$ cat config.mk
export PLATFORM = sky130hd
export DESIGN_NAME = tape_record_reader
export DESIGN_NICKNAME = d
export VERILOG_FILES = /design/src/sv/trr_pkg.sv /design/src/sv/trr_decode.sv /design/src/sv/trr_result_fifo.sv /design/src/sv/tape_record_reader.sv
export SDC_FILE = /design/constraint.sdc
export NUM_CORES = 1
export LEC_CHECK = 0
export BUFFER_PORTS_ARGS = -buffer_cell sky130_fd_sc_hd__buf_2
export CELL_PAD_IN_SITES_DETAIL_PLACEMENT = 1
export CELL_PAD_IN_SITES_GLOBAL_PLACEMENT = 2
export CORE_ASPECT_RATIO = 0.75
export CORE_MARGIN = 2
export CORE_UTILIZATION = 44
export CTS_BUF_LIST = sky130_fd_sc_hd__clkbuf_2 sky130_fd_sc_hd__clkbuf_4 sky130_fd_sc_hd__clkbuf_8
export DETAILED_ROUTE_END_ITERATION = 7
export PLACE_DENSITY_LB_ADDON = 0.12
export SLEW_MARGIN = 30
export SYNTH_ARGS = -nofsm -noshare
export SYNTH_HDL_FRONTEND = slang
export SYNTH_SLANG_ARGS = --single-unit
$ cat constraint.sdc
create_clock -name clk -period 9.4 [get_ports clk]
set_clock_uncertainty 0.1 [all_clocks]
set_input_delay 0.47 -clock clk [delete_from_list [all_inputs] [get_ports clk]]
set_output_delay 0.47 -clock clk [all_outputs]
set_load 0.1 [all_outputs]
$ cat src/sv/trr_pkg.sv
package trr_pkg;

    localparam logic [1:0] PH_SEEK  = 2'd0;
    localparam logic [1:0] PH_REC   = 2'd1;
    localparam logic [1:0] PH_TRAIL = 2'd2;

    localparam logic [2:0] K_DATA = 3'd0;
    localparam logic [2:0] K_END  = 3'd1;
    localparam logic [2:0] K_MARK = 3'd2;
    localparam logic [2:0] K_EOM  = 3'd3;
    localparam logic [2:0] K_BAD  = 3'd4;

    localparam logic [8:0] SYM_NULL = 9'h000;
    localparam logic [8:0] SYM_MARK = 9'h01C;
    localparam logic [8:0] SYM_EOR  = 9'h01E;
    localparam logic [8:0] SYM_GAP  = 9'h07F;

    typedef struct packed {
        logic [2:0]  kind;
        logic [7:0]  data_byte;
        logic [15:0] byte_count;
        logic        end_of_record;
        logic        bad_close;
        logic        last;
    } result_t;

    typedef struct packed {
        logic [1:0] phase;
        logic       eor_seen;
        logic       error_seen;
    } flags_t;

    localparam result_t RESULT_NONE = '0;

endpackage

$ cat src/sv/trr_decode.sv
module trr_decode #(
    parameter int COUNT_BITS = 16
) (
    input  trr_pkg::flags_t         flags,
    input  logic [COUNT_BITS-1:0]   count,
    input  logic [15:0]             max_len,
    input  logic [8:0]              symbol,
    output trr_pkg::flags_t         flags_next,
    output logic [COUNT_BITS-1:0]   count_next,
    output logic [1:0]              n_results,
    output trr_pkg::result_t        res0,
    output trr_pkg::result_t        res1
);

    localparam int CW = (COUNT_BITS > 16) ? COUNT_BITS : 16;

    logic [COUNT_BITS-1:0] base;
    logic [COUNT_BITS-1:0] inc;
    logic [CW-1:0]         inc_ext;
    logic [CW-1:0]         cnt_ext;
    logic [CW-1:0]         max_ext;
    logic                  limit_hit;
    logic                  in_rec;
    // outcome of handling the symbol as if seeking
    trr_pkg::flags_t       sk_flags;
    logic [COUNT_BITS-1:0] sk_count;
    logic                  sk_emit;
    trr_pkg::result_t      sk_res;
    trr_pkg::result_t      byte_res;
    trr_pkg::result_t      end_res;

    assign in_rec    = (flags.phase == trr_pkg::PH_REC);
    assign base      = in_rec ? count : '0;
    assign inc       = base + COUNT_BITS'(1);
    assign inc_ext   = CW'(inc);
    assign cnt_ext   = CW'(count);
    assign max_ext   = CW'(max_len);
    assign limit_hit = (inc_ext >= max_ext) || (&inc);

    always_comb
    begin
        byte_res           = trr_pkg::RESULT_NONE;
        byte_res.kind      = trr_pkg::K_DATA;
        byte_res.data_byte = symbol[7:0];

        end_res               = trr_pkg::RESULT_NONE;
        end_res.kind          = trr_pkg::K_END;
        end_res.byte_count    = cnt_ext[15:0];
        end_res.end_of_record = flags.eor_seen;
        end_res.bad_close     = flags.error_seen;
    end

    always_comb
    begin
        sk_flags       = flags;
        sk_flags.phase = trr_pkg::PH_SEEK;
        sk_count       = count;
        sk_emit        = 1'b0;
        sk_res         = trr_pkg::RESULT_NONE;
        if (!symbol[8])
        begin
            if (symbol == trr_pkg::SYM_NULL)
            begin
                sk_emit     = 1'b1;
                sk_res.kind = trr_pkg::K_EOM;
            end
            else if (symbol == trr_pkg::SYM_MARK)
            begin
                sk_emit     = 1'b1;
                sk_res.kind = trr_pkg::K_MARK;
            end
        end
        else
        begin
            sk_flags.eor_seen   = 1'b0;
            sk_flags.error_seen = 1'b0;
            sk_count            = '0;
            sk_emit             = 1'b1;
            if (max_len == 16'd0)
            begin
                sk_res.kind = trr_pkg::K_END;
            end
            else
            begin
                // base is zero whenever this path is taken
                sk_res         = byte_res;
                sk_count       = inc;
                sk_flags.phase = limit_hit ? trr_pkg::PH_TRAIL : trr_pkg::PH_REC;
            end
        end
    end

    always_comb
    begin
        flags_next = flags;
        count_next = count;
        n_results  = 2'd0;
        res0       = trr_pkg::RESULT_NONE;
        res1       = trr_pkg::RESULT_NONE;
        case (flags.phase)
            trr_pkg::PH_REC:
            begin
                if (symbol == trr_pkg::SYM_NULL)
                begin
                    n_results        = 2'd1;
                    res0.kind        = trr_pkg::K_BAD;
                    flags_next.phase = trr_pkg::PH_SEEK;
                end
                else if (symbol == trr_pkg::SYM_EOR || symbol == trr_pkg::SYM_MARK)
                begin
                    flags_next.eor_seen = 1'b1;
                    flags_next.phase    = trr_pkg::PH_TRAIL;
                end
                else if (symbol == trr_pkg::SYM_GAP)
                begin
                    n_results = 2'd0;
                end
                else if (!symbol[8])
                begin
                    flags_next.error_seen = 1'b1;
                    flags_next.phase      = trr_pkg::PH_TRAIL;
                end
                else
                begin
                    n_results        = 2'd1;
                    res0             = byte_res;
                    count_next       = inc;
                    flags_next.phase = limit_hit ? trr_pkg::PH_TRAIL : trr_pkg::PH_REC;
                end
            end
            trr_pkg::PH_TRAIL:
            begin
                if (symbol == trr_pkg::SYM_EOR)
                begin
                    flags_next.eor_seen = 1'b1;
                end
                else
                begin
                    // summary, then the closing symbol handled afresh
                    res0       = end_res;
                    res1       = sk_res;
                    n_results  = sk_emit ? 2'd2 : 2'd1;
                    flags_next = sk_flags;
                    count_next = sk_count;
                end
            end
            default:
            begin
                res0       = sk_res;
                n_results  = sk_emit ? 2'd1 : 2'd0;
                flags_next = sk_flags;
                count_next = sk_count;
            end
        endcase
        res0.last = (n_results == 2'd1);
        res1.last = 1'b1;
    end

endmodule

$ cat src/sv/trr_result_fifo.sv
module trr_result_fifo (
    input  logic             clk,
    input  logic             rst_n,
    input  logic [1:0]       push_n,
    input  trr_pkg::result_t push0,
    input  trr_pkg::result_t push1,
    input  logic             pop,
    output logic             not_empty,
    output trr_pkg::result_t head,
    output logic [2:0]       count_next
);

    trr_pkg::result_t mem [4];
    logic [1:0] wr_ptr_reg;
    logic [1:0] rd_ptr_reg;
    logic [2:0] count_reg;
    logic       do_pop;
    logic [1:0] wr_ptr_next;
    logic [1:0] rd_ptr_next;

    assign not_empty   = (count_reg != 3'd0);
    assign head        = mem[rd_ptr_reg];
    assign do_pop      = pop && not_empty;
    assign count_next  = count_reg + 3'(push_n) - 3'(do_pop);
    assign wr_ptr_next = wr_ptr_reg + push_n;
    assign rd_ptr_next = rd_ptr_reg + 2'(do_pop);

    always_ff @(posedge clk)
    begin
        if (push_n != 2'd0)
        begin
            mem[wr_ptr_reg] <= push0;
        end
        if (push_n == 2'd2)
        begin
            mem[wr_ptr_reg + 2'd1] <= push1;
        end
    end

    always_ff @(posedge clk or negedge rst_n)
    begin
        if (!rst_n)
        begin
            wr_ptr_reg <= '0;
            rd_ptr_reg <= '0;
            count_reg  <= '0;
        end
        else
        begin
            wr_ptr_reg <= wr_ptr_next;
            rd_ptr_reg <= rd_ptr_next;
            count_reg  <= count_next;
        end
    end

endmodule

$ cat src/sv/tape_record_reader.sv
// Tape record reader: splits a stream of 9-bit tape symbols (bit 8 set for data) into records,
// giving data bytes, record summaries, tape marks, end of medium and bad tape as results.
// One symbol is taken per cycle while s_tready is high; it is held in the input register, is
// decoded against the record state and its zero to two results land in a four-entry result
// queue. A symbol yielding two results (summary plus the re-handled closing symbol) fills two
// queue entries, so the sustained rate is one symbol per cycle while results average at most
// one per symbol; otherwise it follows the output side at one result per cycle. max_record_len
// resets to 65535; the user must write it through cfg_wen/cfg_wdata only while idle, unchecked.
module tape_record_reader #(
    parameter int COUNT_BITS = 16
) (
    input  logic        clk,
    input  logic        rst_n,
    input  logic        cfg_wen,
    input  logic [15:0] cfg_wdata,     // max_record_len
    input  logic        s_tvalid,
    output logic        s_tready,
    input  logic [15:0] s_tdata,       // symbol[8:0], zero fill
    output logic        m_tvalid,
    input  logic        m_tready,
    output logic [31:0] m_tdata,       // data_byte[7:0], byte_count[23:8],
                                       // end_of_record[24], bad_close[25], zero fill
    output logic [2:0]  m_tuser,       // kind[2:0]
    output logic        m_tlast        // last
);

    logic                  in_valid_reg;
    logic [8:0]            symbol_reg;
    logic [15:0]           max_len_reg;
    trr_pkg::flags_t       flags_reg;
    logic [COUNT_BITS-1:0] count_reg;
    trr_pkg::flags_t       flags_next;
    logic [COUNT_BITS-1:0] count_next;
    logic [1:0]            dec_n;
    logic [1:0]            push_n;
    trr_pkg::result_t      res0;
    trr_pkg::result_t      res1;
    trr_pkg::result_t      head;
    logic [2:0]            fifo_count_next;

    trr_decode #(
        .COUNT_BITS (COUNT_BITS)
    ) u_decode (
        .flags      (flags_reg),
        .count      (count_reg),
        .max_len    (max_len_reg),
        .symbol     (symbol_reg),
        .flags_next (flags_next),
        .count_next (count_next),
        .n_results  (dec_n),
        .res0       (res0),
        .res1       (res1)
    );

    assign push_n = in_valid_reg ? dec_n : 2'd0;

    trr_result_fifo u_fifo (
        .clk        (clk),
        .rst_n      (rst_n),
        .push_n     (push_n),
        .push0      (res0),
        .push1      (res1),
        .pop        (m_tready),
        .not_empty  (m_tvalid),
        .head       (head),
        .count_next (fifo_count_next)
    );

    // room for two more results once this cycle's request has been queued
    assign s_tready = (fifo_count_next <= 3'd2);

    assign m_tdata = {6'd0, head.bad_close, head.end_of_record, head.byte_count, head.data_byte};
    assign m_tuser = head.kind;
    assign m_tlast = head.last;

    always_ff @(posedge clk)
    begin
        if (s_tvalid && s_tready)
        begin
            symbol_reg <= s_tdata[8:0];
        end
    end

    always_ff @(posedge clk or negedge rst_n)
    begin
        if (!rst_n)
        begin
            in_valid_reg <= 1'b0;
            max_len_reg  <= 16'hFFFF;
            flags_reg    <= '0;
            count_reg    <= '0;
        end
        else
        begin
            in_valid_reg <= s_tvalid && s_tready;
            if (cfg_wen)
            begin
                max_len_reg <= cfg_wdata;
            end
            if (in_valid_reg)
            begin
                flags_reg <= flags_next;
                count_reg <= count_next;
            end
        end
    end

    a_no_overflow: assert property (@(posedge clk) disable iff (!rst_n)
        in_valid_reg |-> (fifo_count_next <= 3'd4))
        else $error("result queue overflow");

    a_data_clean: assert property (@(posedge clk) disable iff (!rst_n)
        (m_tvalid && m_tuser == trr_pkg::K_DATA) |-> (m_tdata[31:8] == 24'd0))
        else $error("data byte result carries summary fields");

    a_ctrl_clean: assert property (@(posedge clk) disable iff (!rst_n)
        (m_tvalid && (m_tuser == trr_pkg::K_MARK || m_tuser == trr_pkg::K_EOM
                      || m_tuser == trr_pkg::K_BAD)) |-> (m_tdata == 32'd0))
        else $error("control result carries payload");

    a_two_only_from_trailer: assert property (@(posedge clk) disable iff (!rst_n)
        (push_n == 2'd2) |-> (flags_reg.phase == trr_pkg::PH_TRAIL))
        else $error("two results outside trailer");

endmodule

Yosys cells after proc, flatten, opt, wreduce, memory -nomap -nowiden
Memories as Yosys holds them, arrays and structs flattened.
Cells that the tools add are included.

storage, ports and cells
  memory bits (writable) = 120
  bits in registers = 53
  input bits = 37
  logic and storage cells = 103
  memories kept = 1

cells by class
  reductions and logical operators = 13
  order comparisons = 2
  equal/unequal tests = 15
  $add $sub $neg = 6
  muxes and demuxes = 56

memories
  name        words  bits a word  read ports  clocked after memory_dff  write ports  line                   RTL
  u_fifo.mem  4      30           1           0                         2            trr_result_fifo.sv:13  trr_pkg::result_t mem [4];

operators by type and width
  kind                                                              count
  16-bit two-way mux                                                8
  30-bit two-way mux                                                4
  27-bit two-way mux                                                4
  30-bit one-hot mux with 2 select lines                            1
  16-bit one-hot mux with 2 select lines                            1
  2-bit two-way mux                                                 15
  28-bit two-way mux                                                1
  9-bit by 5-bit == test with 1-bit output (second input constant)  2
  16-bit by 1-bit adder with 16-bit output (second input constant)  1
  16-bit >= comparator                                              1
  16-bit logical NOT                                                1
  1-bit two-way mux                                                 16
  16-bit AND reduction                                              1
  2-bit inequality test (second input constant)                     7
  6-bit AND reduction                                               2
  9-bit by 7-bit == test with 1-bit output (second input constant)  1
  9-bit logical NOT                                                 1
  3-bit two-way mux                                                 3
  4-bit one-hot mux with 2 select lines                             1
  3-bit AND reduction                                               2
  2-bit by 1-bit == test with 1-bit output (second input constant)  2
  2-bit == test (second input constant)                             2
  4-bit two-way mux                                                 1
  4-bit inequality test (second input constant)                     1
  11 further kinds                                                  13

Depth between registers and ports, before layout
Gate-level depths: netlist of run 1.

  depth after elaboration = 12
  gate-level depth with buffers = 20
  depth with buffers taken out = 15

Modules after synthesis
From an unflattened synthesis of run 1, not the netlist that was laid out.

second synthesis, totals
  cells, all modules = 779
  area, all modules = 10224.8 µm²

by module, submodules not included
  module              times used  area each (µm²)  cells each  seq. area each (µm²)
  trr_result_fifo     1           6241.0           330         3778.6
  trr_decode          1           2198.4           352         0.0
  tape_record_reader  1           1785.5           97          1216.2

Worst setup path before layout of run 1
OpenSTA, ideal clock, no wires.

  kind = register to register
  start point = register flags_reg[3] (netlist bit)
  end point = register symbol_reg[0], enable pin
  required time = 8958 ps
  buffers on the path = 4
  path slack = 4432 ps
  arrival = 4526 ps
  clock period less this slack = 4968 ps
  stages on the path, launching flop included = 14
  path through = dfrtp_1 -> inv_1 -> ha_1 -> buf_2 -> clkbuf_1 -> clkbuf_1 -> clkbuf_1 -> o21a_1 -> nor3_1 -> nor3b_1 -> ha_1 -> fa_1 -> a21oi_1 -> and2_1

between the ends
  longest elaborated chain between the ends = 7
  elaborated cells between the ends (all ways) = 8
  those cells by class = 2 x add/sub; 1 x order compare; 2 x eq/ne; 2 x mux; 1 x reduce/logical

RTL lines
  element                                                                           line                       RTL
  start: declaration                                                                tape_record_reader.sv:30   trr_pkg::flags_t flags_reg;
  start signal: assignment                                                          tape_record_reader.sv:102  flags_reg <= flags_next;
  2-bit == test / 2-bit by 1-bit == test with 1-bit output (equally long branches)  trr_decode.sv:100          case (flags.phase)
  2-bit one-hot mux with 2 select lines *                                           trr_decode.sv:100
  2-bit two-way mux *                                                               tape_record_reader.sv:55   assign push_n = in_valid_reg ? dec_n : 2'd0;
  3-bit by 2-bit adder with 3-bit output *                                          trr_result_fifo.sv:24      assign count_next = count_reg + 3'(push_n) - 3'(do_pop);
  3-bit by 1-bit subtractor with 3-bit output *                                     trr_result_fifo.sv:24
  named net fifo_count_next[1]                                                      tape_record_reader.sv:39   logic [2:0] fifo_count_next;
  3-bit by 2-bit <= comparator with 1-bit output *                                  tape_record_reader.sv:70   assign s_tready = (fifo_count_next <= 3'd2);
  named net s_tready                                                                tape_record_reader.sv:17   output logic s_tready,
  1-bit logical AND *                                                               tape_record_reader.sv:78   if (s_tvalid && s_tready)
  end signal: assignment                                                            tape_record_reader.sv:80   symbol_reg <= s_tdata[8:0];
  end: declaration                                                                  tape_record_reader.sv:28   logic [8:0] symbol_reg;

Mark *: on every way through the listed nets, which the timed path passes. The rest lies on a longest branch.
A chain may end at the register's enable or synchronous reset.

Worst setup path after layout of run 1
  start point = register flags_reg[2] (netlist bit)
  end point = output port s_tready

between the ends
  longest elaborated chain between the ends = 6
  elaborated cells between the ends (all ways) = 7
  those cells by class = 2 x add/sub; 1 x order compare; 2 x eq/ne; 2 x mux

RTL lines
  element                                                                           line
  2-bit == test / 2-bit by 1-bit == test with 1-bit output (equally long branches)  trr_decode.sv:100
  2-bit one-hot mux with 2 select lines *                                           trr_decode.sv:100
  2-bit two-way mux *                                                               tape_record_reader.sv:55
  3-bit by 2-bit adder with 3-bit output *                                          trr_result_fifo.sv:24
  3-bit by 1-bit subtractor with 3-bit output *                                     trr_result_fifo.sv:24
  named net fifo_count_next[2]                                                      tape_record_reader.sv:39
  3-bit by 2-bit <= comparator with 1-bit output *                                  tape_record_reader.sv:70
  end: declaration                                                                  tape_record_reader.sv:17

Marked as above.

==> flow_summary.ini, run 1 <==
[yosys]
syn_area_um2 = 8770
synth_ff_type = dfxtp_1
syn_inst = 809
syn_area_per_cell_um2 = 10.8
yosysWarnings = 0
synth_edf_count = 49
synthDistinctLibCells = 66
async_reset_ff_frac = 0.254
synth-seq-cells = 173
synth-seq-area-share = 0.478

[place]
placed_area_um2 = 9320
portBuffers = 61
dp_cells = 1086
dpl.hpwl_mm = 16.4
place.gp.congestion = 0.878
pre_cts_ws_ps = 4810

[sta]
maxSlewViolCount = 0
fmax_mhz = 201
period_share = 0.528
period_needed_ps = 4970
hold_violations = 0
rsz0062_at_grt = false
worstMarginPinSlew_ps = 778
fin_tns_setup_ps = 0
setup-violations-final = 0
setup_ws_ps = 4430
slew_headroom = 0.477

[critical_path]
r2r-end = symbol_reg[2]
worstSetupPathType = flop to output port
r2r_slack_ps = 5040
setup.worst_path.start_class = flop
r2r_start = flags_reg[2]
r2r_cells = 11
end_kind = output port
worstPathMaxFanout = 17
cp_data_required_time_ps = 8830
arrival_ps = 4400

[global_route]
overflow = 0
antenna_found_initial = 0
grt_max_degree = 45
track_usage = 0.227
grt_pass1_vias = 6739
grt_first_pass_wirelength_mm = 37.4

[status]
status = completed

[route]
first_pass_iters = 5
routed_wl_mm = 23.4
drc_errors = 0
drt-vias-per-instance = 5.64
first_iter_violations = 421
drtAntennaViolNets = 0
vias = 6321
wire_per_inst_um = 20.9

[die]
boundaryPins = 75
die-area_um2 = 21100
rows = 44
start_util = 0.451
die_h_um = 126
core-area_um2 = 19400
die_x_um = 167

[clocking]
cts_setup_buffers = 0
cts_resized = 0
clkTransAtPathRegs_ps = 120
hold_buffers = 1
cts_buffers = 17
cts_buffer_depth = 2
ctsHtreeMaxLevel = 4
cts.sinks = 173
clk_latency_ps = 490
cts_root_buffer = clkbuf_8
tritoncts = yes

[layout]
antenna_cells = 0
fillers = 2131
stdcell_count = 1121
postLayoutCellArea_um2 = 9740
fin_nets = 918
layout-drive-gt1-share = 0.206
fin_util = 0.501
areaGrowthSynthToFinish_pct = 11.0
largest_register_ff_count = 120

[power]
p_leak_nw = 3.88
powerDensity_nw_per_um2 = 252
ir_drop_v = 0.000404

[hold_path]
hold-path-endpoint = symbol_reg[5]
hold_class = input pin to flop
whs_path_depth = 1
hold_start = s_tdata[5]

[flow_run]
drv_cap = 0
-- worst max-delay path by stage --
stage	from	to	cells after the start
3_3_place_gp	flags_reg[2]	s_tready	11
5_1_grt	flags_reg[2]	s_tready	11
3_5_place_dp	flags_reg[2]	s_tready	11
2_1_floorplan	flags_reg[3]	symbol_reg[0]	13
4_1_cts	flags_reg[2]	s_tready	11
6_report	flags_reg[2]	s_tready	11
-- placed cells by master, fill, tap and decap left out, types with 10 or more instances in the layout --
master	instances
a21oi_1	19
and2_1	23
and3_1	20
buf_2	60
clkbuf_8	17
dfrtp_1	27
dfstp_2	16
dfxtp_1	80
edfxtp_1	49
ha_1	25
inv_1	34
mux2i_1	79
mux4_2	30
nand2_1	65
nand3_1	14
nor2_1	93
nor2b_1	22
nor3_1	10
o21ai_0	34
-- cell type report --
class | count | area, µm² | share of cell area
Clock buffer | 17 | 234 | 0.0240
Clock inverter | 15 | 144 | 0.0148
Inverter | 34 | 128 | 0.0131
Multi-Input combinational cell | 555 | 4220 | 0.433
Sequential cell | 173 | 4200 | 0.431
Tap cell | 253 | 317 | 0.0325
Timing Repair Buffer | 74 | 498 | 0.0511
-- critical path: stages, from the launching register on --
cell and delay (ps):
dfrtp_1 390, inv_1 60, ha_1 480, and2b_1 600, o311ai_4 340, or2_1 460
ha_1 340, inv_1 50, fa_1 440, xnor2_1 150, a21oi_1 160, buf_2 450
-- metal layers --
layer	track usage	part of all wire	up-vias
met1	0.317	0.49	3206
met2	0.371	0.47	131
met4	0.0487	0.0085	0
met5	0	0	-
li1	-	-	2968
met3	0.0427	0.036	16
-- logic make-up (layout without fill, tap and decap cells) --
kind of cell	after synthesis	count (layout)	synth area share
xor+xnor	16	16	0.0160
compound gates	94	94	0.0745
mux	117	117	0.177
flops	173	173	0.478
simple gates	296	296	0.168
buf+inv	86	140	0.0478
other cells	1	6	0.000427
fa+ha+maj	26	26	0.0379
-- report_power, final --
| part | internal (mW) | switching, mW | leakage [nW] |
|---|---|---|---|
| clock network | 0.195 | 0.320 | 0.181 |
| registers | 0.870 | 0.136 | 1.62 |
| logic | 0.274 | 0.659 | 2.08 |
| total | 1.34 | 1.11 | 3.88 |
-- synthesized netlist by cell type (14+ instances only) --
library cell	number	area, µm²
nand2_1	65	244
and2_1	23	144
nor2_1	93	349
ha_1	25	313
nand3_1	14	70.1
inv_1	34	128
nor2b_1	22	138
clkbuf_1	23	86.3
and3_1	20	125
dfxtp_1	80	1600
dfrtp_1	28	701
dfstp_2	16	420
edfxtp_1	49	1470
mux2i_1	79	791
mux4_2	30	676
a21oi_1	19	95.1
o21ai_0	34	170
-- stage by stage --
stage / hold WS, ps / total power [mW]
4_1_cts: 32.9 / 2.47
6_report: 49.5 / 2.45
2_1_floorplan: 74.4 / 1.73
5_1_grt: 25.9 / 2.57
3_5_place_dp: 370 / 1.95
3_3_place_gp: 357 / 1.91
No activity file was read; power rests on OpenSTA's default activity.
==> run 2, diff against run 1 <==
- ABC_AREA: unset -> 1
- CORE_UTILIZATION: 44 -> 36
- clock period: 9.4 -> 5.2 ns (I/O delays scaled with it)
==> run 2 against run 1 <==
Net effect:
- first-iteration DRC count grew 14%
- sequential cell count is the same
- register-to-register slack lost 3900 ps
- via count grew 34%
- synthesized cell count grew 53%
- total power grew to 2.9 times the previous value
- area after synthesis grew 6.1%
- design area grew 6.8%
- core utilization shrank 8.8 points
- global-route usage shrank 0.78 points
==> flow_summary.ini, run 2 <==
[critical_path]
r2r_start = symbol_reg[8]
r2r-end = u_fifo.mem[3][20]
setup.worst_path.start_class = flop
critPathMaxStageDelay_ps = 670
crit_top_cell = nand2_2
arrival_ps = 3670
cp_num_buf_inv = 2
crit_family = simple AND/OR/NAND/NOR gates
worstPathMaxFanout = 19
r2r_cells = 10
cp_data_required_time_ps = 4840
worstSetupPathType = flop to output port
crit_slowest_cell = edfxtp_1
end_kind = output port
path_cells = nor3_1, nand2_1, nand2_2, nor2_4, nand3_2, nand2_4, nand2_2, inv_1, ha_1, fa_1, a21oi_1, buf_2
r2r_slack_ps = 1170

[yosys]
syn_area_um2 = 9310
synth_edf_count = 49
syn_area_per_cell_um2 = 7.50
async_reset_ff_frac = 0.254
synth_top_area_share = 0.172
netlist_top_cells_area = dfxtp_1 (17%), edfxtp_1 (16%), nand2_1 (11%), dfrtp_1 (7.5%), nor2_1 (6.9%)
synth-seq-area-share = 0.451
yosysMostFrequentCell = nand2_1
yosys-top-cells-count = nand2_1 (263), nor2_1 (170), nand3_1 (113)
synthDistinctLibCells = 42
yosysWarnings = 0
synth_top_area_cell = dfxtp_1
synth_ff_type = dfxtp_1
synth-seq-cells = 173
syn_inst = 1241

[place]
placed_area_um2 = 9750
dpl.hpwl_mm = 18.9
portBuffers = 61
dp_cells = 1580
place.gp.congestion = 0.806

[sta]
fmax_mhz = 248
hold_violations = 0
slew_headroom = 0.421
setup-violations-final = 0
rsz0062_at_grt = false
period_needed_ps = 4030
period_share = 0.775
fin_tns_setup_ps = 0
hold_ws_ps = 114
worstMarginPinSlew_ps = 868
maxSlewViolCount = 0

[clocking]
clk_latency_ps = 480
clkTransAtPathRegs_ps = 110
tritoncts = yes
ctsHtreeMaxLevel = 4
cts_resized = 0
cts_root_buffer = clkbuf_8
cts_buffers = 17
cts_buffer_depth = 2
cts.sinks = 173

[status]
status = completed

[global_route]
grt_pass1_vias = 8317
antenna_found_initial = 0
grt_first_pass_wirelength_mm = 46.2
track_usage = 0.219
overflow = 0
grt_max_degree = 88

[layout]
multi_input_area_um2 = 4340
final_common_cell = nand2_1
antenna_cells = 0
stdcell_count = 1638
layout-drive-gt1-share = 0.119
fin_util = 0.413
postLayoutCellArea_um2 = 10400
seqCellArea_um2 = 4200
final_cell_mix = nand2_1 (263), nor2_1 (166), nand3_1 (113)
largest_register_ff_count = 120
fin_nets = 1350
areaGrowthSynthToFinish_pct = 11.8
fillers = 3171

[die]
rows = 50
die-area_um2 = 27200
start_util = 0.370
die_x_um = 190
core-area_um2 = 25100
boundaryPins = 75
die_h_um = 143

[route]
first_iter_violations = 479
drc_errors = 0
vias = 8439
routed_wl_mm = 29.0
first_pass_iters = 5
wire_per_inst_um = 17.7
drt-vias-per-instance = 5.15
drtAntennaViolNets = 0

[hold_path]
hold_class = input pin to flop
hold-path-endpoint = max_len_reg[2]
hold_start = cfg_wen
whs_path_depth = 3

[power]
p_leak_nw = 4.72
powerDensity_nw_per_um2 = 684
ir_drop_v = 0.000500

[flow_run]
drv_cap = 0
[run 2: cell types whose count changed after synthesis, moves of 11 or more]
cell / change
mux4_2: -30
and2_1: -21
nand3_1: +99
a21oi_1: +78
o22ai_1: +49
o21ai_0: +68
and3_1: -18
nor2b_1: -22
nand2_1: +198
nor3_1: -11
nor2_1: +77
clkbuf_1: +17
mux2i_1: -79
inv_1: +56
[run 2: per-stage QoR]
| step | power (mW) | setup WS (ps) |
|---|---|---|
| final | 7.11 | 1170 |
| after detailed placement | 6.18 | 1200 |
| after global placement | 6.12 | 1220 |
| after CTS | 7.16 | 1070 |
| after floorplan | 5.36 | 677 |
| after global routing | 7.57 | 836 |
[run 2: layout make-up]
type,instances,area share
multi-input cells,893,0.417
well taps,338,0.0407
clock buffers,19,0.0239
clock inverters,13,0.0130
flip-flops and latches,173,0.403
inverters,98,0.0354
repair buffers,104,0.0667
[run 2: power breakdown]
part / internal (mW) / switching (mW) / total [mW]
clock: 0.400 / 0.558 / 0.958
sequential: 1.82 / 0.240 / 2.06
combinational: 0.801 / 3.29 / 4.09
[run 2: worst max path at each step]
stage | from | end | slack (ps) | depth (start not counted)
finish | symbol_reg[8] | s_tready | 1170 | 12
global route | symbol_reg[8] | u_fifo.mem[3][20] | 840 | 10
CTS | symbol_reg[8] | s_tready | 1070 | 12
detailed placement | symbol_reg[8] | u_fifo.mem[3][22] | 1200 | 10
global placement | symbol_reg[8] | u_fifo.mem[3][22] | 1220 | 10
floorplan | flags_reg[2] | symbol_reg[0] | 680 | 11
[run 2: tightest hold or removal path, cell delays in order]
cell and delay, ps:
buf_2 250, nand2_1 100, o21ai_0 70
[run 2: routing by layer]
| layer | global-route usage | wire length (µm) |
|---|---|---|
| met1 | 0.310 | 14700 |
| met2 | 0.355 | 12900 |
| met4 | 0.0424 | 253 |
| met5 | 0 | 0 |
| met3 | 0.0371 | 1080 |
[run 2: cells by family (layout without fill, tap and decap cells)]
family          after synthesis  after routing  share of synthesized area
simple gates                584            584                      0.264
compound gates              271            271                      0.155
buf+inv                     180            234                     0.0875
flops                       173            173                      0.451
fa+ha+maj                    26             26                     0.0358
xor+xnor                      5              5                    0.00471
other cells                   1              6                   0.000403
mux                           1              1                    0.00121
[run 2: repair_timing]
action,4_1_cts,5_1_grt
endpoints found under the hold margin,53,0
buffers inserted,0,0
hold buffers,26,0
==> run 3, diff against run 2 <==
- clock period: 5.2 -> 4 ns (I/O delays scaled with it)
==> run 3 against run 2 <==
Net effect:
- die area stayed put
- cell count grew 0.24%
- via count is 0.47% higher
- sequential power grew 29%
- critical path depth is 2 higher
- combinational power increased by 31%
- worst hold slack worse by 66 ps
==> flow_summary.ini, run 3 (synthesized netlist as in run 2, its figures left out) <==
[critical_path]
setup.worst_path.start_class = flop
end_kind = output port
cp_data_required_time_ps = 3700
r2r-end = flags_reg[3]
r2r_cells = 20
arrival_ps = 3330
cp_num_buf_inv = 5
crit_slowest_cell = buf_2
crit_top_cell = nand2_2
critPathMaxStageDelay_ps = 440
r2r_start = flags_reg[3]
crit_family = buffers and inverters
worstSetupPathType = flop to output port
r2r_slack_ps = 540
crit_start = symbol_reg[8]
path_cells = buf_4, inv_2, and3_1, nand2_2, inv_2, nand2_2, nand2_2, nand3_4, ha_1, inv_1, fa_1, xnor2_1, a21oi_2, buf_2
worstPathMaxFanout = 14

[flow_run]
drv_cap = 0

[layout]
fin_nets = 1354
antenna_cells = 0
final_cell_mix = nand2_1 (263), nor2_1 (166), nand3_1 (113)
layout-drive-gt1-share = 0.123
fillers = 3168
largest_register_ff_count = 120
seqCellArea_um2 = 4200
multi_input_area_um2 = 4340
final_common_cell = nand2_1
areaGrowthSynthToFinish_pct = 12.0

[die]
core-area_um2 = 25100
boundaryPins = 75
start_util = 0.370
die_h_um = 143
die-area_um2 = 27200
rows = 50
die_x_um = 190

[place]
place.gp.congestion = 0.801
dpl.hpwl_mm = 19.0
portBuffers = 61

[route]
first_pass_iters = 4
routed_wl_mm = 29.0
drc_errors = 0
first_iter_violations = 483
wire_per_inst_um = 17.6
vias = 8479
drtAntennaViolNets = 0
drt-vias-per-instance = 5.16

[global_route]
grt_pass1_vias = 8562
track_usage = 0.222
grt_max_degree = 122
grt_first_pass_wirelength_mm = 46.9
antenna_found_initial = 0
overflow = 0

[sta]
fin_tns_setup_ps = 0
period_needed_ps = 3630
maxSlewViolCount = 0
fmax_mhz = 276
hold_violations = 0
setup-violations-final = 0
slew_headroom = 0.463
worstMarginPinSlew_ps = 804
rsz0062_at_grt = false
period_share = 0.907

[clocking]
cts.sinks = 173
cts_resized = 0
clk_latency_ps = 490
cts_buffer_depth = 2
clkTransAtPathRegs_ps = 110
tritoncts = yes
ctsHtreeMaxLevel = 4
cts_root_buffer = clkbuf_8
cts_buffers = 17

[hold_path]
whs_path_depth = 3
hold_start = cfg_wen
hold-path-endpoint = max_len_reg[11]
hold_class = input pin to flop

[power]
ir_drop_v = 0.000644
p_leak_nw = 4.73
powerDensity_nw_per_um2 = 884
total_power_mw = 9.22

[status]
status = completed
==> run 3: cell count changes in the layout (fill, tap and decap cells not counted) <==
cell	previous run	this run
clkinv_1	3	2
clkbuf_8	17	18
clkinv_4	5	3
bufinv_16	1	0
clkinvlp_4	1	2
clkinvlp_2	1	2
clkinv_2	0	1
buf_12	0	1
a21oi_2	0	1
clkbuf_4	2	1
inv_6	2	3
a21oi_1	97	96
buf_4	17	20
==> run 3: per-stage QoR <==
step	std cells	worst slack (ps)	hold slack [ps]	utilization	area (µm²)
3_3_place_gp	1583	618	234	0.389	9790
5_1_grt	1642	144	72.8	0.415	10400
4_1_cts	1641	83.5	14.7	0.414	10400
6_report	1642	374	48.3	0.415	10400
2_1_floorplan	1246	154	-196	-	9330
3_5_place_dp	1583	485	240	0.389	9790
==> run 3: worst max-delay path by stage <==
| stage | end | slack [ps] | cells past startpoint |
|---|---|---|---|
| after floorplan | symbol_reg[0] | 150 | 10 |
| after global placement | symbol_reg[7] | 620 | 10 |
| after detailed placement | symbol_reg[6] | 490 | 10 |
| after CTS | s_tready | 80 | 10 |
| after global routing | flags_reg[3] | 140 | 20 |
| final | s_tready | 370 | 14 |
==> run 3: timing repair <==
item | 4_1_cts | 5_1_grt
endpoints found under the setup margin | 0 | 1
hold buffers | 26 | 0
setup buffers | 0 | 1
endpoints found under the hold margin | 53 | 0
==> run 3: cell type report <==
| type | count | share of cell area |
|---|---|---|
| clock buffer | 19 | 0.0245 |
| clock inverter | 13 | 0.0106 |
| inverter | 98 | 0.0353 |
| multi-input combinational | 893 | 0.416 |
| sequential | 173 | 0.402 |
| tap | 338 | 0.0406 |
| timing repair buffer | 108 | 0.0706 |
==> run 3: worst min-delay path, stage by stage <==
cell and delay [ps]:
buf_2 250, nand2_1 100, o21ai_0 70
==> run 3: layer usage <==
layer,vias to the layer above,wire (µm),track usage
met3,18,871,0.0359
met5,-,0,0
met2,109,13200,0.365
li1,4228,-,-
met4,0,201,0.0404
met1,4124,14700,0.311
==> run 3: where the power goes <==
part	switching (mW)	internal, mW	leakage (nW)
combinational	4.31	1.07	2.91
clock	0.721	0.466	0.177
sequential	0.289	2.37	1.65
